$ cat config.mk
export PLATFORM = sky130hd
export DESIGN_NAME = scfe_ctrl
export DESIGN_NICKNAME = d
export VERILOG_FILES = /design/src/rtl/core/scfe_pkg.sv /design/src/rtl/core/scfe_ctrl.sv
export SDC_FILE = /design/constraint.sdc
export NUM_CORES = 1
export LEC_CHECK = 0
export BUFFER_PORTS_ARGS = -buffer_cell sky130_fd_sc_hd__buf_2
export CAP_MARGIN = 20
export CORE_ASPECT_RATIO = 1.25
export CORE_MARGIN = 2
export CORE_UTILIZATION = 39
export CTS_BUF_LIST = sky130_fd_sc_hd__clkbuf_4
export DETAILED_ROUTE_END_ITERATION = 8
export GPL_ROUTABILITY_DRIVEN = 0
export SLEW_MARGIN = 5
export SYNTH_ARGS = -nofsm -noshare
export SYNTH_HDL_FRONTEND = slang
export SYNTH_SLANG_ARGS = --single-unit
$ cat constraint.sdc
create_clock -name i_clk -period 7.19 [get_ports i_clk]
set_input_delay 1.438 -clock i_clk [delete_from_list [all_inputs] [get_ports i_clk]]
set_output_delay 1.438 -clock i_clk [all_outputs]
set_load 0.005 [all_outputs]
$ cat src/rtl/core/scfe_pkg.sv
// ----------------------------------------------------------------------------
// scfe_pkg
// Shared constants and types of the stereo cross-feedback echo core: delay
// line geometry, configuration layout, pipeline control and result frames.
// ----------------------------------------------------------------------------
package scfe_pkg;

    localparam int MAX_DELAY = 4096;
    localparam int ADDR_W    = $clog2(MAX_DELAY);
    localparam int CNT_W     = $clog2(MAX_DELAY + 1);
    localparam int DLEN_W    = 13;
    localparam int DL_W      = (CNT_W > DLEN_W) ? CNT_W : DLEN_W;
    localparam int GAIN_W    = 17;
    localparam int MODE_W    = 2;
    localparam int WORD_W    = 32;
    localparam int SMP_W     = 16;
    localparam int PROD_W    = 35;
    localparam int QDEPTH    = 4;
    localparam int QA_W      = $clog2(QDEPTH);
    localparam int LVL_W     = $clog2(QDEPTH + 1);
    localparam int INF_W     = LVL_W + 1;
    localparam int CFG_IDX_W = 3;

    localparam int MODE_STEREO_BIT = 0;
    localparam int MODE_WIDE_BIT   = 1;

    typedef enum logic [CFG_IDX_W-1:0] {
        CFG_DRY_GAIN         = 3'd0,
        CFG_WET_GAIN         = 3'd1,
        CFG_FB_DELAYED_SAME  = 3'd2,
        CFG_FB_DELAYED_OTHER = 3'd3,
        CFG_FB_NEW_SAME      = 3'd4,
        CFG_FB_NEW_OTHER     = 3'd5,
        CFG_DELAY_LENGTH     = 3'd6,
        CFG_FORMAT_MODE      = 3'd7
    } t_cfg_idx;

    typedef struct packed {
        logic [GAIN_W-1:0] dry_gain;
        logic [GAIN_W-1:0] wet_gain;
        logic [GAIN_W-1:0] fb_delayed_same;
        logic [GAIN_W-1:0] fb_delayed_other;
        logic [GAIN_W-1:0] fb_new_same;
        logic [GAIN_W-1:0] fb_new_other;
        logic [DLEN_W-1:0] delay_length;
        logic [MODE_W-1:0] format_mode;
    } t_cfg;

    typedef enum logic [1:0] {
        DSEL_ZERO = 2'd0,
        DSEL_MEM  = 2'd1,
        DSEL_FWD  = 2'd2
    } t_dsel;

    typedef struct packed {
        logic              s1_valid;
        t_dsel             s1_sel;
        logic              s2_valid;
        logic [ADDR_W-1:0] s2_wp;
    } t_pipe_ctl;

    typedef struct packed {
        logic [WORD_W-1:0] left;
        logic [WORD_W-1:0] right;
    } t_frame;

endpackage

$ cat src/rtl/core/scfe_ctrl.sv
// ----------------------------------------------------------------------------
// scfe_ctrl
// Delay line addressing: write position, fill count, read address, hazard
// interlock, output credit check and forwarding select.
// ----------------------------------------------------------------------------
module scfe_ctrl (
    input  logic                          i_clk,
    input  logic                          i_rst_n,
    input  logic [scfe_pkg::DLEN_W-1:0]   i_dlen,
    input  logic                          i_in_valid,
    input  logic [scfe_pkg::LVL_W-1:0]    i_q_level,
    output logic                          o_in_stall,
    output logic                          o_accept,
    output logic [scfe_pkg::ADDR_W-1:0]   o_raddr,
    output scfe_pkg::t_pipe_ctl           o_ctl
);
    import scfe_pkg::*;

    logic [DL_W-1:0]   dl_ext;
    logic [DL_W-1:0]   dl_eff;
    logic [DL_W-1:0]   wp_ext;
    logic [DL_W-1:0]   rp_wide;
    logic [ADDR_W-1:0] rp;
    logic [INF_W-1:0]  inflight;
    logic              hazard;
    logic              full;
    logic              written;
    t_dsel             sel;

    logic [ADDR_W-1:0] r_wp, n_wp;
    logic [CNT_W-1:0]  r_fill, n_fill;
    logic              r_s1_valid;
    logic [ADDR_W-1:0] r_s1_wp;
    logic [ADDR_W-1:0] r_s1_rp;
    logic              r_s1_written;
    logic              r_s2_valid;
    logic [ADDR_W-1:0] r_s2_wp;
    logic              r_last_valid;
    logic [ADDR_W-1:0] r_last_addr;

    always_comb begin
        dl_ext = DL_W'(i_dlen);
        if (dl_ext == '0) begin
            dl_eff = DL_W'(1);
        end else if (dl_ext > DL_W'(MAX_DELAY)) begin
            dl_eff = DL_W'(MAX_DELAY);
        end else begin
            dl_eff = dl_ext;
        end
        wp_ext = DL_W'(r_wp);
        if (wp_ext >= dl_eff) begin
            rp_wide = wp_ext - dl_eff;
        end else begin
            rp_wide = wp_ext + DL_W'(MAX_DELAY) - dl_eff;
        end
        rp = rp_wide[ADDR_W-1:0];
    end

    always_comb begin
        hazard     = r_s1_valid && (r_s1_wp == rp);
        inflight   = INF_W'(i_q_level) + INF_W'(r_s1_valid) + INF_W'(r_s2_valid);
        full       = inflight >= INF_W'(QDEPTH);
        o_in_stall = hazard || full;
        o_accept   = i_in_valid && !o_in_stall;
        written    = DL_W'(r_fill) >= dl_eff;
        n_wp       = (r_wp == ADDR_W'(MAX_DELAY - 1)) ? '0 : r_wp + ADDR_W'(1);
        n_fill     = (r_fill == CNT_W'(MAX_DELAY)) ? r_fill : r_fill + CNT_W'(1);
    end

    always_comb begin
        if (!r_s1_written) begin
            sel = DSEL_ZERO;
        end else if (r_last_valid && (r_last_addr == r_s1_rp)) begin
            sel = DSEL_FWD;
        end else begin
            sel = DSEL_MEM;
        end
    end

    always_ff @(posedge i_clk) begin
        if (!i_rst_n) begin
            r_wp         <= '0;
            r_fill       <= '0;
            r_s1_valid   <= 1'b0;
            r_s1_wp      <= '0;
            r_s1_rp      <= '0;
            r_s1_written <= 1'b0;
            r_s2_valid   <= 1'b0;
            r_s2_wp      <= '0;
            r_last_valid <= 1'b0;
            r_last_addr  <= '0;
        end else begin
            r_s1_valid <= o_accept;
            if (o_accept) begin
                r_s1_wp      <= r_wp;
                r_s1_rp      <= rp;
                r_s1_written <= written;
                r_wp         <= n_wp;
                r_fill       <= n_fill;
            end
            r_s2_valid <= r_s1_valid;
            r_s2_wp    <= r_s1_wp;
            if (r_s2_valid) begin
                r_last_valid <= 1'b1;
                r_last_addr  <= r_s2_wp;
            end
        end
    end

    assign o_raddr        = rp;
    assign o_ctl.s1_valid = r_s1_valid;
    assign o_ctl.s1_sel   = sel;
    assign o_ctl.s2_valid = r_s2_valid;
    assign o_ctl.s2_wp    = r_s2_wp;

endmodule

# After elaboration in Yosys (flattened, before gate mapping)
# Cells that the tools add are included.
# Widths: inputs -> output; s select.
# totals
input_bits	19
word_cells	39
reg_bits	77
out_inout_bits	30
# op_classes
magnitude_cmp	4
muxes	6
reduce_logical	7
bitwise	1
n_addsub	7
eq_ne	4
# ops
cell	count
$mux 13	2
$add 12x1->12 const B	2
$eq 12x12->1	2
$mux 12	2
$sub 12x12->12	2
$add 13x1->13 const B	1
$eq 13x13->1 const B	1
$ge 12x13->1	1
$ge 13x13->1	1
$gt 13x13->1 const B	1
$logic_not 13->1	1
$eq 12x12->1 const B	1
$add 3x1->4	1
$add 4x1->4	1
$ge 4x3->1 const B	1
$mux 2	2
$logic_and 1x1->1	3
$reduce_and 2->1	1
$logic_not 1->1	1
$logic_or 1x1->1	1
$not 1->1	1

# Logic depth before layout (Yosys ltp)
# logic_depth
ltp_word	11
depth_mapped	16
depth_no_buf	15

# Worst setup path before layout
# OpenSTA, ideal clock, no wires.
# synth_path
kind	input port to output port
startpoint	input port i_dlen[5] (netlist name)
endpoint	output port o_in_stall
arrival_time_ps	4549
t_required_ps	5752
path_stages	15
n_path_buf	2
setup_slack_ps	1203
path_cell_list	nor4_1 > a31oi_1 > nor2_1 > ha_1 > inv_1 > fa_1 > a21o_1 > a221oi_4 > xnor3_1 > a211oi_2 > nand4_1 > or4b_1 > buf_2 > buf_1 > nand2_1
# synth_between
elab_chain_len	8
word_cells_on_any_way	11
cone_classes	add/sub: 2; order compare: 2; eq/ne: 1; mux: 3; reduce/logical: 3
# synth_rtl
element	line_no	rtl
from (decl)	scfe_ctrl.sv:9	input logic [scfe_pkg::DLEN_W-1:0] i_dlen,
$gt 13x13->1	scfe_ctrl.sv:45	end else if (dl_ext > DL_W'(MAX_DELAY)) begin
$mux 13	scfe_ctrl.sv:45	
$mux 13 (*)	scfe_ctrl.sv:43	if (dl_ext == '0) begin
$sub 12x12->12 (tied with other cells)	scfe_ctrl.sv:54	rp_wide = wp_ext + DL_W'(MAX_DELAY) - dl_eff;
$mux 12 (*)	scfe_ctrl.sv:51	if (wp_ext >= dl_eff) begin
$eq 12x12->1 (*)	scfe_ctrl.sv:60	hazard = r_s1_valid && (r_s1_wp == rp);
$logic_and 1x1->1 (*)	scfe_ctrl.sv:60	
$logic_or 1x1->1 (*)	scfe_ctrl.sv:63	o_in_stall = hazard || full;
to (decl)	scfe_ctrl.sv:12	output logic o_in_stall,
# Mark *: on every way between the ends. The rest lies on a longest branch, timed or not.

# Worst setup path after layout
# layout_path
startpoint	input port i_dlen[8] (netlist name)
endpoint	output port o_accept
# layout_between
elab_chain_len	10
word_cells_on_any_way	13
cone_classes	add/sub: 2; order compare: 2; eq/ne: 1; mux: 3; reduce/logical: 5
# layout_rtl
element	line_no	rtl
$gt 13x13->1	scfe_ctrl.sv:45	
$mux 13	scfe_ctrl.sv:45	
$mux 13 (*)	scfe_ctrl.sv:43	
$sub 12x12->12 (tied with other cells)	scfe_ctrl.sv:54	
$mux 12 (*)	scfe_ctrl.sv:51	
$eq 12x12->1 (*)	scfe_ctrl.sv:60	
$logic_and 1x1->1 (*)	scfe_ctrl.sv:60	
$logic_or 1x1->1 (*)	scfe_ctrl.sv:63	
$logic_not 1->1 (*)	scfe_ctrl.sv:64	o_accept = i_in_valid && !o_in_stall;
$logic_and 1x1->1 (*)	scfe_ctrl.sv:64	
to (decl)	scfe_ctrl.sv:13	output logic o_accept,
# Marked as above.

==> impl_metrics.tcl <==
set metrics [dict create \
    cts-root-buf "clkbuf_4" \
    finalSetupViolCount 0 \
    synth_top_flop_cell "dfxtp_1" \
    num_vias 4017 \
    critPathCaptureType "output port" \
    cts_hold_buf 0 \
    drv_slew 0 \
    coreArea_mm2 0.0112 \
    syn_area_per_cell_um2 8.35 \
    fin_ws_ps 355 \
    cts.sinks 77 \
    synthCells 541 \
    worst_pin_slew_ps 848 \
    synth_area_mm2 0.00452 \
    synth_top_area_share_pct 34.1 \
    cp.required_ps 5750 \
    min_path_type "reg2reg" \
    postSynth.asyncResetShare_pct 0 \
    max_freq_mhz 146 \
    synth-edff-count 0 \
    grt_pass1_wl_um 20100 \
    rsz0062_at_grt "no" \
    cts_tree "done" \
    yosysUniqueCellTypes 57 \
    fp-row-count 43 \
    nets 619 \
    area_growth_pct 10.2 \
    clkSlewWorstSetupHoldPaths_ps 110 \
    startpoint_type "input pin" \
    place_ws_ps 390 \
    tns_ps 0 \
    leakage_nw 1.99 \
    final_core_util_pct 44.5 \
    yosys-top-cells-area "dfxtp_1, ha_1, a21oi_1" \
    status "complete, no violations" \
    overflow 0 \
    grt_max_degree 52 \
    cts_buffers 9 \
    die_area_mm2 0.0125 \
    routedWlPerCell_um 17.1 \
    dr.pass1.iters 5 \
    arrival_ps 5400 \
    drive_gt1_share_pct 13.0 \
    antenna_found_initial 1 \
    postCtsSetupRepairBufs 0 \
    synth_fp_nets 589 \
    drc 0 \
    yosysWarnings 0 \
    finalHoldViolCount 0 \
    htreeDepth 3 \
    finClkSkew_ps 12.4 \
    viasPerCell 5.65 \
    power_density_mw_per_mm2 172 \
    antenna_left 0 \
    path_max_fanout 15 \
    max-slew-margin-rel_pct 43.2 \
    p_total_mw 0.858 \
    start_util_pct 40.4 \
    hpwl_um 9120 \
    fill_cells 1169 \
    io_pins 49 \
    criticalPathCategory "in2out" \
    ys_seq_area_share_pct 34.1 \
    drt-initial-drc-count 348 \
    fin_crit_sh_pct 95.1 \
    peakVddDrop_mv 0.0897 \
    cts_buffer_depth 2 \
    grt_pass1_vias 3878 \
    yosys_register_bits 77 \
    track_usage_pct 20.1 \
    drt-total-wl_um 12100 \
    synth_top_area_cell "dfxtp_1" \
    die_h_um 124 \
    min_period_ps 6840 \
    io_buffers 48 \
    ctsResizeCount 0 \
    clkLatencyLatePin_ps 420 \
    max_cap_violations 0 \
    die_w_um 100 \
]
-- flip-flops by register name, indices dropped and copies added, names as in the netlist, 12 cells and up --
name         cells
r_wp            12
r_s1_rp         12
r_last_addr     12
r_s2_wp         12
r_fill          13
r_s1_wp         12
-- area by class of cell --
| cell class | count | area, um2 | area share (%) |
|---|---|---|---|
| Clock buffer | 10 | 75.1 | 1.51 |
| Sequential cell | 77 | 1540 | 31.0 |
| Inverter | 13 | 48.8 | 0.980 |
| Multi-Input combinational cell | 415 | 2770 | 55.7 |
| Antenna cell | 1 | 2.50 | 0.0503 |
| Timing Repair Buffer | 55 | 293 | 5.88 |
| Clock inverter | 5 | 76.3 | 1.53 |
| Tap cell | 135 | 169 | 3.39 |
-- cell usage in the layout, fill, tap and decap left out, types with 3 or more instances in the layout --
cell and instances:
o21ai_0 7, clkinv_1 3, a21o_1 6, and2_1 15, dfxtp_1 77, xnor2_1 23
nand4_1 11, mux2i_1 21, buf_4 7, o21a_1 3, a21oi_1 50, nor3_1 10
buf_2 48, o31ai_1 9, or4_1 7, xor2_1 8, a31oi_1 5, a211oi_1 4
nand2b_1 11, nand3_1 36, inv_1 11, nand2_1 49, nor2b_1 4, nor2_1 29
and3_1 6, nor4_1 11, ha_1 28, clkbuf_4 10, o21ai_1 30
-- worst max-delay path, stage by stage --
cell      delay (ps)
buf_2            100
nor4_1           320
a31oi_1          120
nor2_1           230
ha_1             220
inv_1             60
fa_1             400
a21o_1           220
a221oi_4         370
xnor3_1          300
a211oi_2         150
nand4_1          170
or4b_1           870
nand2_4          210
inv_2             70
buf_2            130
-- metrics by stage --
| stage | instance area (um2) | hold WS [ps] | instances |
|---|---|---|---|
| after global routing | 4980 | 520 | 711 |
| after global placement | 4820 | 451 | 695 |
| final | 4980 | 480 | 711 |
| after floorplan | 4520 | 434 | 541 |
| after detailed placement | 4820 | 464 | 695 |
| after CTS | 4970 | 481 | 710 |
-- per-layer routing --
layer | global-route usage (%) | wire, um | up-vias
met3 | 2.86 | 442 | 23
met2 | 33.7 | 6010 | 98
li1 | - | - | 2027
met5 | 0 | 0 | -
met4 | 8.62 | 394 | 0
met1 | 25.4 | 5290 | 1869
-- Yosys cell counts, types with 15 or more instances --
| library cell | n |
|---|---|
| mux2i_1 | 21 |
| and2_1 | 15 |
| clkbuf_1 | 17 |
| xnor2_1 | 23 |
| o21ai_1 | 30 |
| nand3_1 | 36 |
| nor2_1 | 29 |
| a21oi_1 | 50 |
| dfxtp_1 | 77 |
| ha_1 | 28 |
| nand2_1 | 49 |
-- kinds of logic (layout without fill, tap and decap cells) --
group,count (synthesis),count (layout),share of synthesized area [%]
compound gates,136,136,18.7
buf+inv,49,83,4.74
xor+xnor,33,33,7.01
mux,22,22,5.15
other cells,0,1,0
fa+ha+maj,29,29,8.20
flops,77,77,34.1
simple gates,195,195,22.1
-- power breakdown --
part           switching (mW)  internal (mW)  total (mW)
registers             0.00683          0.433       0.440
logic                  0.0750         0.0508       0.126
clock network           0.150          0.142       0.292
-- path summary, 6_finish.rpt --
path	from	to	slack, ps	depth (start not counted)
worst min-delay path	r_last_valid$_SDFFE_PN0P_	r_last_valid$_SDFFE_PN0P_	480	2
worst max-delay path	i_dlen[8]	o_accept	350	16
worst min register to register	r_last_valid$_SDFFE_PN0P_	r_last_valid$_SDFFE_PN0P_	480	2
worst max register to register	r_wp[0]$_SDFFE_PN0P_	r_wp[7]$_SDFFE_PN0P_	3180	13
Power figures use the tool's default switching activity.
