### src/rtl/core/scfe_pkg.sv
// ----------------------------------------------------------------------------
// scfe_pkg
// Shared constants and types of the stereo cross-feedback echo core: delay
// line geometry, configuration layout, pipeline control and result frames.
// ----------------------------------------------------------------------------
package scfe_pkg;

    localparam int MAX_DELAY = 4096;
    localparam int ADDR_W    = $clog2(MAX_DELAY);
    localparam int CNT_W     = $clog2(MAX_DELAY + 1);
    localparam int DLEN_W    = 13;
    localparam int DL_W      = (CNT_W > DLEN_W) ? CNT_W : DLEN_W;
    localparam int GAIN_W    = 17;
    localparam int MODE_W    = 2;
    localparam int WORD_W    = 32;
    localparam int SMP_W     = 16;
    localparam int PROD_W    = 35;
    localparam int QDEPTH    = 4;
    localparam int QA_W      = $clog2(QDEPTH);
    localparam int LVL_W     = $clog2(QDEPTH + 1);
    localparam int INF_W     = LVL_W + 1;
    localparam int CFG_IDX_W = 3;

    localparam int MODE_STEREO_BIT = 0;
    localparam int MODE_WIDE_BIT   = 1;

    typedef enum logic [CFG_IDX_W-1:0] {
        CFG_DRY_GAIN         = 3'd0,
        CFG_WET_GAIN         = 3'd1,
        CFG_FB_DELAYED_SAME  = 3'd2,
        CFG_FB_DELAYED_OTHER = 3'd3,
        CFG_FB_NEW_SAME      = 3'd4,
        CFG_FB_NEW_OTHER     = 3'd5,
        CFG_DELAY_LENGTH     = 3'd6,
        CFG_FORMAT_MODE      = 3'd7
    } t_cfg_idx;

    typedef struct packed {
        logic [GAIN_W-1:0] dry_gain;
        logic [GAIN_W-1:0] wet_gain;
        logic [GAIN_W-1:0] fb_delayed_same;
        logic [GAIN_W-1:0] fb_delayed_other;
        logic [GAIN_W-1:0] fb_new_same;
        logic [GAIN_W-1:0] fb_new_other;
        logic [DLEN_W-1:0] delay_length;
        logic [MODE_W-1:0] format_mode;
    } t_cfg;

    typedef enum logic [1:0] {
        DSEL_ZERO = 2'd0,
        DSEL_MEM  = 2'd1,
        DSEL_FWD  = 2'd2
    } t_dsel;

    typedef struct packed {
        logic              s1_valid;
        t_dsel             s1_sel;
        logic              s2_valid;
        logic [ADDR_W-1:0] s2_wp;
    } t_pipe_ctl;

    typedef struct packed {
        logic [WORD_W-1:0] left;
        logic [WORD_W-1:0] right;
    } t_frame;

endpackage

### src/rtl/core/scfe_outq.sv
// ----------------------------------------------------------------------------
// scfe_outq
// Result queue between the datapath and the output channel; holds the head
// item while the receiver stalls.
// ----------------------------------------------------------------------------
module scfe_outq (
    input  logic                       i_clk,
    input  logic                       i_rst_n,
    input  logic                       i_push,
    input  scfe_pkg::t_frame           i_data,
    input  logic                       i_out_stall,
    output logic                       o_out_valid,
    output scfe_pkg::t_frame           o_data,
    output logic [scfe_pkg::LVL_W-1:0] o_level
);
    import scfe_pkg::*;

    t_frame            r_q [QDEPTH];
    logic [QA_W-1:0]   r_head, n_head;
    logic [QA_W-1:0]   r_tail, n_tail;
    logic [LVL_W-1:0]  r_level, n_level;
    logic              pop;

    always_comb begin
        pop     = (r_level != '0) && !i_out_stall;
        n_head  = (r_head == QA_W'(QDEPTH - 1)) ? '0 : r_head + QA_W'(1);
        n_tail  = (r_tail == QA_W'(QDEPTH - 1)) ? '0 : r_tail + QA_W'(1);
        n_level = r_level + LVL_W'(i_push) - LVL_W'(pop);
    end

    always_ff @(posedge i_clk) begin
        if (!i_rst_n) begin
            r_head  <= '0;
            r_tail  <= '0;
            r_level <= '0;
        end else begin
            if (pop) begin
                r_head <= n_head;
            end
            if (i_push) begin
                r_tail <= n_tail;
            end
            r_level <= n_level;
        end
    end

    always_ff @(posedge i_clk) begin
        if (i_push) begin
            r_q[r_tail] <= i_data;
        end
    end

    assign o_out_valid = r_level != '0;
    assign o_data      = r_q[r_head];
    assign o_level     = r_level;

endmodule

### config.mk
export PLATFORM = sky130hd
export DESIGN_NAME = scfe_outq
export DESIGN_NICKNAME = d
export VERILOG_FILES = /design/src/rtl/core/scfe_pkg.sv /design/src/rtl/core/scfe_outq.sv
export SDC_FILE = /design/constraint.sdc
export NUM_CORES = 1
export LEC_CHECK = 0
export BUFFER_PORTS_ARGS = -buffer_cell sky130_fd_sc_hd__buf_2
export CELL_PAD_IN_SITES_DETAIL_PLACEMENT = 1
export CELL_PAD_IN_SITES_GLOBAL_PLACEMENT = 2
export CORE_MARGIN = 1.5
export CORE_UTILIZATION = 45
export CTS_CLUSTER_SIZE = 14
export DETAILED_ROUTE_END_ITERATION = 10
export GPL_TIMING_DRIVEN = 0
export PLACE_DENSITY = 0.85
export SYNTH_ARGS = -nofsm -noshare
export SYNTH_HDL_FRONTEND = slang
export SYNTH_SLANG_ARGS = --single-unit
### constraint.sdc
create_clock -name i_clk -period 2.85 [get_ports i_clk]
set_clock_uncertainty 0.1 [all_clocks]
set_input_delay 0.285 -clock i_clk [delete_from_list [all_inputs] [get_ports i_clk]]
set_output_delay 0.285 -clock i_clk [all_outputs]
set_load 0.1 [all_outputs]
Word-level counts from Yosys, hierarchy flattened
Memory sizes are Yosys's and may differ from the RTL's. A register that Yosys moved wholly into a read port is not among the register bits. Index checks and enable logic that the tools add are counted.

Add/subtract/negate cells: 4. Equality and inequality tests: 2. Multiplexer cells: 6. Reduce and logical (&&, ||, !) cells: 3.

Operators by type and width (number): two-way mux 2 bit (4); adder 2 x 1 -> 2 bit (second input constant) (2); equality test 2 bit (second input constant) (2); adder 3 x 1 -> 3 bit (1); nonzero test 3 bit (1); subtractor 3 x 1 -> 3 bit (1); two-way mux 1 bit (2); logical AND 1 bit (1); logical NOT 1 bit (1).

Flip-flop bits (word level): 7. Bits in writable memories: 256. Bits of input ports: 68. Output and inout port bits: 68. Logic and storage cells: 19. Memories kept: 1.

Memories: r_q (words 4, width 64, rd ports 1, clocked after memory_dff 1, write ports 1, line scfe_outq.sv:18) `t_frame r_q [QDEPTH];`.

Longest topological paths before layout
Gate-level depths: netlist of the first run.

Depth in word-level cells: 4. Gate-level depth with buffers: 10. Mapped depth without buffers: 10.

Least setup slack after synthesis of the first run
No wires, ideal clock.

Kind: reg-to-reg. From: register r_level[1], in the netlist o_level[1]. To: register r_level[2], in the netlist o_level[2]. Library setup time: 0.115 ns. Arrival time: 3.103 ns. Data required time: 2.635 ns. Setup slack: -0.468 ns. Cell stages (with the launch flop): 11. Path buffers: 0. Clock period less this slack: 3.318 ns. Cells stage by stage: dfxtp_1 > or3_4 > nor2b_1 > ha_1 > inv_1 > ha_1 > inv_1 > fa_1 > xnor2_1 > xnor2_1 > and2_1.

Cells in the longest elaborated chain, start to end: 3. Elaborated cells on any way between the ends: 4. Classes of those cells: add/sub (2); reduce/logical (2).

Ends and longest elaborated chain: start, declared (line scfe_outq.sv:21) `logic [LVL_W-1:0] r_level, n_level;`; start signal, assigned (line scfe_outq.sv:43) `r_level <= n_level;`; nonzero test 3 bit; named net o_out_valid (line scfe_outq.sv:12) `output logic o_out_valid,`; logical AND 1 bit (line scfe_outq.sv:25) `pop = (r_level != '0) && !i_out_stall;`; subtractor 3 x 1 -> 3 bit (line scfe_outq.sv:28) `n_level = r_level + LVL_W'(i_push) - LVL_W'(pop);`.

The timed path passes the listed nets, and every way through them passes these cells. A chain may end at the register's enable or synchronous reset.

Worst setup path after layout of the first run
From: register r_level[2], in the netlist o_level[2]. To: register r_level[2], in the netlist o_level[2].

Cells in the longest elaborated chain, start to end: 3. Elaborated cells on any way between the ends: 4. Classes of those cells: add/sub (2); reduce/logical (2).

Ends and longest elaborated chain (line): parallel branches: the longest is 2 deep, another holds adder 3 x 1 -> 3 bit; subtractor 3 x 1 -> 3 bit (*) (scfe_outq.sv:28).

Mark *: on every way between the ends.

==> results of run 1 <==
[through the flow]
stage,instances,TNS (ns),power [mW]
final,904,0,12.1
after detailed placement,793,0,8.79
after global placement,789,-220.31,8.69
after floorplan,380,0,8.14
after global routing,904,0,12.4
after CTS,904,0,12.2
[worst max-delay path: stages, from the launching register on]
cell	delay, ns
dfxtp_4	0.35
or3_4	0.38
nor2b_1	0.21
ha_1	0.29
inv_1	0.07
ha_1	0.14
inv_1	0.05
fa_1	0.42
xnor2_1	0.26
xnor2_1	0.11
and2_1	0.16
[state kept, by name, summed over array words and instances (netlist names), named ones only]
| name | count |
|---|---|
| r_q | 256 |
| o_level | 3 |
| r_head | 2 |
| r_tail | 2 |
[power groups by stage]
stage	clock, mW	combinational, mW	sequential [mW]
detailed placement	0	4.17	4.62
global placement	0	4.08	4.61
floorplan	0	3.42	4.72
global route	3.51	4.37	4.55
finish	3.31	4.21	4.54
CTS	3.40	4.25	4.54
[layer usage]
metal  share of wire (%)  GRT usage, %
met5                   0             0
met4                 1.7          4.41
met3                 5.3          3.58
met2                  54          34.1
met1                  39          21.3
[final timing paths]
check	startpoint	end	slack [ns]	cells past startpoint
min	i_rst_n	r_tail[0]$_SDFFE_PN0P_	0.04	2
max	o_level[2]$_SDFF_PN0_	o_level[2]$_SDFF_PN0_	0.19	10
min reg2reg	r_head[1]$_SDFFE_PN0N_	flop	0.41	2
max reg2reg	o_level[2]$_SDFF_PN0_	o_level[2]$_SDFF_PN0_	0.19	10
[cell usage after synthesis, types with 3 or more instances]
cell      instances
edfxtp_1        256
mux4_2           60
and2_1            6
buf_2             6
nand2_1           4
ha_1              7
nor2b_1           3
mux2i_1           3
inv_1             5
buf_12            6
dfxtp_1           9
mux4_1            4
[logic make-up (layout without fill, tap and decap cells)]
group                      Yosys count  after routing  synth area share (%)
AOI/OAI and AO/OA                    1              1                0.0768
xor gates and xnor gates             2              2                 0.179
adders and majority gates            8              8                  1.10
buffers and inverters               20            269                  1.93
DFF                                265            265                  80.5
muxes                               67             67                  15.2
and+or+nand+nor                     17             17                 0.999
[area by class of cell]
type / count / area share, %
flip-flops and latches: 265 / 63.6
multi-input cells: 95 / 13.9
repair buffers: 202 / 11.5
clock buffers: 32 / 5.95
well taps: 275 / 2.78
plain buffers: 15 / 1.37
clock inverters: 15 / 0.788
inverters: 5 / 0.151
[what timing repair did]
action	4_1_cts	5_1_grt
endpoints found under the hold margin	256	0
buffers inserted	0	0
hold buffers	64	0
==> results.md, run 1 <==
* Routed Antenna Nets at 0
* Mapped Area at just under 10,000 µm²
* # nets final at between 600 and 700
* HPWL Detailed at 12,000 µm
* Placeable Area at ~21,000 µm²
* Sequential-to-total area share from yosys stat at between 80 and 90%
* Die H at about 150 µm
* Flop pwr share at approximately 38%
* Largest net degree at the start of global routing at 47
* Synth warnings at 0
* Synth-to-layout area growth at 26.8%
* # DRC at 0
* Final setup viols at 0
* Clock power share at between 20% and 30%
* Cts repair resizes at 0
* Commonest non-fill, non-tap cells in the layout: edfxtp_1, buf_2, dlygate4sd3_1
* Synthesized flop and latch total at approximately 270
* Peak VDD IR at roughly 0.0011 V
* Vias per cell at between 5 and 6
* Syn_area_per_cell at between 20 and 30 µm²
* Final Slew Violations at 0
* Period utilization at 93.2%
* Layout filler cell count at around 1,800
* Max FO, Critical Path at 3
* Final hold violations at 0
* DR pass1 iterations at 4
* Max Freq at roughly 380 MHz
* Sw Pwr at about 4.6 mW
* CTS max path bufs at 3
* Arrival time worst endpoint at slightly below 3 ns
* Final Critical Period at roughly 2.7 ns
* Synth cell types at 21
* Share of layout cells above drive strength 1 at about two fifths
* Critical path class: reg2reg
* Synth async-reset ratio at 0%
* Wire length of the first global-routing pass at 30,500 µm
* Initial Util at 46.2%
* Worst setup margin at around 0.19 ns
* # IOs at around 140
* Comb pwr share at approximately a third
* H-tree lvl count at 1
* Lkg Pwr at ~4.3 nW
* Syn nets at 456
* Placed inst area at 10,900 µm²
* Synth area leaders: edfxtp_1, mux4_2, dfxtp_1
* Die X at ~150 µm
* Clock sinks at approximately 270
* Status: finished, final reports clean
* CTS tree: done
* CTS root buf: clkbuf_16
* Design area at ~12,000 µm²
* Clk slew on worst S/H paths at 0.06 ns
* Worst skew pair latency at about 0.52 ns
* WL final at about 20,000 µm
* Multi-input gate area at 1730 µm²
* Req. time, crit path at between 3 and 4 ns
* FP Rows at 53
* Synth Flop Type: edfxtp_1
* Switching share of power at 38.4%
* Hold Crit Class: in2reg
* Internal at 7.42 mW
* Placer Congestion at ~0.70
* Register area at just under 8000 µm²
* Worst slew pin tran at 0.521 ns
* Number of global-route vias before repair at 5,408
* Initial antenna violation count at 0
* Vias at about 4,700
* Most common cell after layout, fill and taps aside: edfxtp_1
* Yosys top cell by area: edfxtp_1
* Max cap viols at 0
* Pre-CTS setup slack at 0.226 ns
* Global route overflow at 0
* Worst hold slack at approximately 0.041 ns
* Number of port buffers at roughly 130
* Initial DRC count at 226
* Total Routing Usage GR at a little under a fifth
* Slew HR at 65.5%
* Endpoint class of the critical path: flop
* EDFF count, synth at roughly 260
* PwrDens at 973 nW/µm²
* CTS buffer count at 28
* RSZ-0062 raised after global routing: false
* Mapped Cells at 380
* Final core utilization at 58.6%
* WL/cell at ~22 µm
* Number of diodes at 0
* Yosys top cell area share at between 70% and 80%
* CP Launch Type: flop
* Die area at around 23,000 µm²
Note: power is estimated with default switching activity, not from simulation.
==> run 2, diff against run 1 <==
- REMOVE_ABC_BUFFERS: not set -> 1
==> run 2 against run 1 <==
  * Sequential share of layout area down 0.46 points
  * Core utilization rose by 0.42 points
  * Via count decreased by 0.68%
  * Critical endpoint is now o_data[30]
==> results.md, run 2 (same netlist as run 1, synthesis figures left out) <==
* Comb pwr share at about a third
* Sw Pwr at roughly 4.6 mW
* Period utilization at approximately nine tenths
* Largest net degree at the start of global routing at 42
* Reg2Reg Launch Point: o_level[1]$_SDFF_PN0_
* FP Rows at 53
* CP Cell Sequence: buf_12 > mux4_2 > buf_2
* Register area at 7880 µm²
* Number of diodes at 0
* Multi-input gate area at approximately 1700 µm²
* Placer Congestion at ~0.67
* Arrival time worst endpoint at between 2 and 2.5 ns
* Max Freq at around 390 MHz
* Clock sinks at between 200 and 300
* Critical path class: reg2out
* CTS max path bufs at 3
* Final setup viols at 0
* WL final at 19,900 µm
* Switching share of power at ~37%
* Die area at 22,600 µm²
* Die X at between 150 and 200 µm
* Lkg Pwr at around 4.3 nW
* Req. time, crit path at about 2.5 ns
* Worst slew pin tran at 0.534 ns
* HPWL Detailed at 11,400 µm
* H-tree lvl count at 1
* Share of layout cells above drive strength 1 at roughly 40%
* CP Launch Type: flop
* Number of port buffers at between 100 and 150
* Hold Crit Class: in2reg
* Critical-path top delay cell: dfxtp_4
* Number of global-route vias before repair at between 5,000 and 6,000
* WL/cell at around 22 µm
* WP buf/inv at 2
* Initial DRC count at about 180
* Clk slew on worst S/H paths at roughly 0.060 ns
* Slew HR at 64.4%
* Placed insts at just under 800
* # IOs at 136
* R2R depth at 10
* PwrDens at approximately 1000 nW/µm²
* Final hold violations at 0
* Max cap viols at 0
* Peak VDD IR at 0.000838 V
* Endpoint class of the critical path: output pin
* Initial antenna violation count at 0
* Biggest register: r_q
* # DRC at 0
* Most common cell after layout, fill and taps aside: edfxtp_1
* CTS buffer count at 28
* Wire length of the first global-routing pass at between 30,000 and 40,000 µm
* Cts repair resizes at 0
* CTS tree: done
* Commonest non-fill, non-tap cells in the layout: edfxtp_1, buf_2, dlygate4sd3_1
* Initial Util at a little under half
* Vias at between 4,000 and 5,000
* Worst r2r dst: o_level[2]$_SDFF_PN0_
* Worst Hold Launch: i_out_stall
* Max FO, Critical Path at 34
* Global route overflow at 0
* Tot Pwr at about 13 mW
* Final Critical Period at about 2.6 ns
* Placeable Area at 21,200 µm²
* Largest register FFs at 256
* CTS root buf: clkbuf_16
* Die H at 150 µm
* # nets final at 680
* Worst skew pair latency at 0.52 ns
* CP top delay family: buffers and inverters
* Crit-path max cell delay at around 0.68 ns
* RSZ-0062 raised after global routing: false
* R2r setup slk at 0.34 ns
* Synth-to-layout area growth at 27.7%
* Vias per cell at roughly 5.2
* Worst Hold Depth at 3
* Status: finished, final reports clean
* Internal at 7.92 mW
* DR pass1 iterations at 4
* Final Slew Violations at 0
* Routed Antenna Nets at 0
* Layout filler cell count at around 1,800
* Total Routing Usage GR at 18.2%
* Flop pwr share at between 30 and 40%
* Worst hold slack at approximately 0.034 ns
* Clock power share at between 30% and 40%
* Post-Layout Cell Count at roughly 900
run 2: changes by cell type in the layout (fill, tap and decap cells not counted), sizes merged:
| cell | previous run | this run |
|---|---|---|
| buf | 151 | 143 |
| bufinv | 1 | 7 |
| dlygate4sd3 | 64 | 65 |
| clkbuf | 34 | 33 |
| clkinv | 13 | 7 |
| inv | 6 | 5 |
| bufbuf | 0 | 1 |
run 2: worst reg2reg max path, cell delays in order (launching register included):
cell	delay, ns
dfxtp_1	0.43
or3_4	0.17
nor2b_1	0.35
ha_1	0.31
inv_1	0.06
ha_1	0.13
inv_1	0.04
fa_1	0.37
xnor2_1	0.15
xnor2_1	0.14
and2_1	0.16
run 2: final cells by class:
type                       count  area share, %
multi-input combinational     95           13.8
inverter                       5          0.150
clock inverter                14           1.91
sequential                   265           63.1
tap                          275           2.76
timing repair buffer         209           12.3
clock buffer                  33           5.93
run 2: timing repair:
action | CTS | global route
gates cloned | 1 | 0
hold endpoints to repair | 258 | 0
setup endpoints to repair | 43 | 19
hold buffers | 65 | 0
setup buffers | 1 | 1
run 2: worst max-delay path by stage:
stage                                from                     to  slack, ns  cells after the start
floorplan                            flop             o_data[58]      -1.53                      1
global placement                     flop             o_data[58]      -2.63                      2
detailed placement  o_level[1]$_SDFF_PN0_  o_level[2]$_SDFF_PN0_       0.32                     10
CTS                                  flop             o_data[17]       0.02                      3
global route        o_level[1]$_SDFF_PN0_  o_level[2]$_SDFF_PN0_        0.1                     10
finish                               flop             o_data[30]       0.28                      3
run 2: layer usage:
layer	part of all wire (%)	routed length, µm	global-route usage (%)
met1	40	7950	22.2
met2	54	10700	33.3
met3	5.0	994	3.64
met4	1.2	245	4.31
met5	0	0	0
run 2: metrics by stage:
step | setup WS [ns] | instance area (µm²) | TNS, ns | utilization (%)
2_1_floorplan | -1.53 | 9600 | -75.38 | -
3_3_place_gp | -2.63 | 10600 | -388.97 | 50.2
3_5_place_dp | 0.325 | 10800 | 0 | 51.0
4_1_cts | 0.0187 | 12500 | 0 | 59.0
5_1_grt | 0.0972 | 12500 | 0 | 59.0
6_report | 0.276 | 12500 | 0 | 59.0
run 2: power groups by stage:
stage                     Combinational, mW  Clock [mW]  Sequential [mW]
after global routing                   4.27        4.06             4.61
after CTS                              4.11        3.91             4.62
after global placement                 3.75           0             4.88
after floorplan                        3.10           0             4.89
after detailed placement               3.90           0             4.73
final                                  4.11        3.84             4.59
==> run 3, diff against run 2 <==
- ABC_AREA: not set -> 1
- CORE_UTILIZATION: 45 -> 40
- PLACE_DENSITY: 0.85 -> 0.84
==> run 3 against run 2 <==
  * Non-clock buffer count rose by 3
  * Sequential share of layout area fell by 0.93 points
  * Critical path type unchanged
  * Highest routed layer unchanged
  * Hold slack improved by 0.0085 ns
  * Synthesized cell count rose by 79%
  * Largest power group is now combinational cells
  * Critical path depth rose by 2
==> results.md, run 3 <==
* Worst Hold Launch: i_push
* Hold Crit Class: in2reg
* Clock power share at 23.5%
* Commonest non-fill, non-tap cells in the layout: edfxtp_1, nor2_1, buf_2
* Worst skew pair latency at roughly 0.54 ns
* Die H at about 160 µm
* Most common cell after layout, fill and taps aside: edfxtp_1
* Critical path depth in cells at 5
* CP Launch Type: flop
* Arrival time worst endpoint at around 2.4 ns
* Wire length of the first global-routing pass at between 30,000 and 40,000 µm
* Reg2Reg Launch Point: o_level[1]$_SDFF_PN0_
* EDFF count, synth at roughly 260
* Yosys top cell area share at about 77%
* Post-Layout Cell Count at about 1,200
* HPWL Detailed at about 12,000 µm
* Die X at ~160 µm
* WL final at around 25,000 µm
* Mapped Cells at 681
* # nets final at about 960
* Initial DRC count at around 360
* # IOs at 136
* Clock sinks at approximately 270
* PwrDens at 1150 nW/µm²
* Top cells by count, synth: edfxtp_1, nor2_1, o21ai_0, o22ai_1, o21ai_1
* Max cap viols at 0
* Flop pwr share at between 30% and 40%
* Register area at ~7900 µm²
* Switching share of power at about 47%
* Synth warnings at 0
* Global route overflow at 0
* Placed inst area at about 11,000 µm²
* Final Critical Period at roughly 2.7 ns
* Worst Hold Depth at 3
* Worst hold slack at approximately 0.043 ns
* CP Cell Sequence: buf_16 > inv_12 > nor2_1 > o22ai_1 > buf_2
* Pre-CTS setup slack at -0.412 ns
* Multi-input gate area at ~1800 µm²
* Synth async-reset ratio at 0%
* Syn_area_per_cell at between 10 and 15 µm²
* Synthesized flop and latch total at approximately 270
* CTS max path bufs at 3
* Largest register FFs at 256
* Max FO, Critical Path at between 70 and 80
* Final hold violations at 0
* Synth cell types at 21
* Req. time, crit path at between 2 and 2.5 ns
* Sequential-to-total area share from yosys stat at approximately 79%
* Synth Flop Type: edfxtp_1
* Yosys top cell by area: edfxtp_1
* Layout filler cell count at ~2,400
* CTS root buf: clkbuf_16
* Final setup viols at 0
* Placeable Area at approximately 24,000 µm²
* WL/cell at 20.2 µm
* CTS tree: done
* Placer Congestion at approximately 0.69
* Vias per cell at slightly above 5
* RSZ-0062 raised after global routing: false
* Share of layout cells above drive strength 1 at ~22%
* Tot Pwr at between 10 and 15 mW
* Max Freq at roughly 360 MHz
* Endpoint class of the critical path: output pin
* Status: finished, final reports clean
* Initial Util at about 40%
* Slew HR at ~65%
* Critical path class: reg2out
* Clk slew on worst S/H paths at 0.06 ns
* Setup TNS at 0 ns
* Worst setup margin at 0.109 ns
* H-tree lvl count at 1
* Synth area leaders: edfxtp_1, nor2_1, o22ai_1
* Total Routing Usage GR at roughly a fifth
* Mapped Area at roughly 10000 µm²
* Routed Antenna Nets at 0
* DR pass1 iterations at 6
* Number of global-route vias before repair at around 7,000
* Final core utilization at between 50% and 60%
* R2R depth at 10
* Biggest register: r_q
* FP Rows at 57
* Final Slew Violations at 0
* Synth-to-layout area growth at 27.0%
* CP top delay family: buffers and inverters
* Vias at 6,359
* Lkg Pwr at 4.52 nW
* Number of port buffers at between 100 and 150
* Cell with the most instances after synthesis: edfxtp_1
* CTS buffer count at 29
* Peak VDD IR at slightly below 0.001 V
* Period utilization at a little over nine tenths
* Design area at roughly 13,000 µm²
* # DRC at 0
* Comb pwr share at 44.9%
* Largest net degree at the start of global routing at between 70 and 80
* Number of diodes at 0
* WP buf/inv at 3
* Worst slew pin tran at about 0.53 ns
* Sw Pwr at 6.92 mW
* Initial antenna violation count at 0
* Internal at 7.72 mW
* Die area at around 26,000 µm²
* Critical-path top delay cell: buf_2
* Placed insts at around 1,100
* Crit-path max cell delay at about 0.45 ns
run 3: cell count changes after synthesis, moves of 4 or more:
cell      delta
a21oi_1      +5
and2_1       -6
buf_12       -6
buf_6       +13
clkbuf_1    +14
inv_1       +11
mux4_1       -4
mux4_2      -60
nand2_1      +7
nor2_1     +133
o21ai_0     +72
o21ai_1     +56
o22ai_1     +64
run 3: logic make-up (layout without fill, tap and decap cells):
logic type	after synthesis	in the layout	synth area share, %
flops	265	265	78.9
compound gates	197	197	10.7
simple gates	150	150	5.69
buf+inv	60	280	3.57
fa+ha+maj	8	8	1.08
xor+xnor	1	1	0.0878
run 3: what timing repair did:
action	in CTS	in global routing
endpoints found under the setup margin	64	33
hold buffers	65	0
gates cloned	1	0
buffers inserted	2	3
endpoints found under the hold margin	265	0
resized for setup	41	4
pin swaps	0	0
run 3: worst paths after layout:
path                                               end  slack (ns)
worst max-delay path                        o_data[20]        0.11
worst min register to register                    flop        0.41
worst min-delay path            r_tail[1]$_SDFFE_PN0P_        0.04
worst max register to register   o_level[2]$_SDFF_PN0_        0.87
run 3: layout make-up:
| type | instances | share of cell area [%] |
|---|---|---|
| Sequential cell | 265 | 62.2 |
| Clock buffer | 34 | 5.88 |
| Multi-Input combinational cell | 356 | 13.8 |
| Timing Repair Buffer | 212 | 13.0 |
| Timing Repair inverter | 1 | 0.128 |
| Inverter | 18 | 0.780 |
| Tap cell | 324 | 3.20 |
| Clock inverter | 15 | 1.01 |
run 3: power groups by stage:
stage	Clock, mW	Combinational, mW	Sequential [mW]
5_1_grt	3.66	6.86	4.63
4_1_cts	3.51	6.52	4.66
2_1_floorplan	0	4.74	4.90
3_3_place_gp	0	5.86	4.93
6_report	3.44	6.57	4.61
3_5_place_dp	0	6.10	4.78
run 3: layer usage:
metal  track usage, %  routed length (µm)  up-vias  share of wire, %
li1                 -                   -     2960                 -
met1             23.8               10500     3182                43
met2             34.1               12300      170                50
met3             3.43                1240       47               5.0
met4             5.64                 605        0               2.5
met5                0                   0        -                 0
run 3: worst min-delay path, stage by stage:
cell and delay (ns):
buf_2 0.20, a21oi_1 0.09, nor2_1 0.07
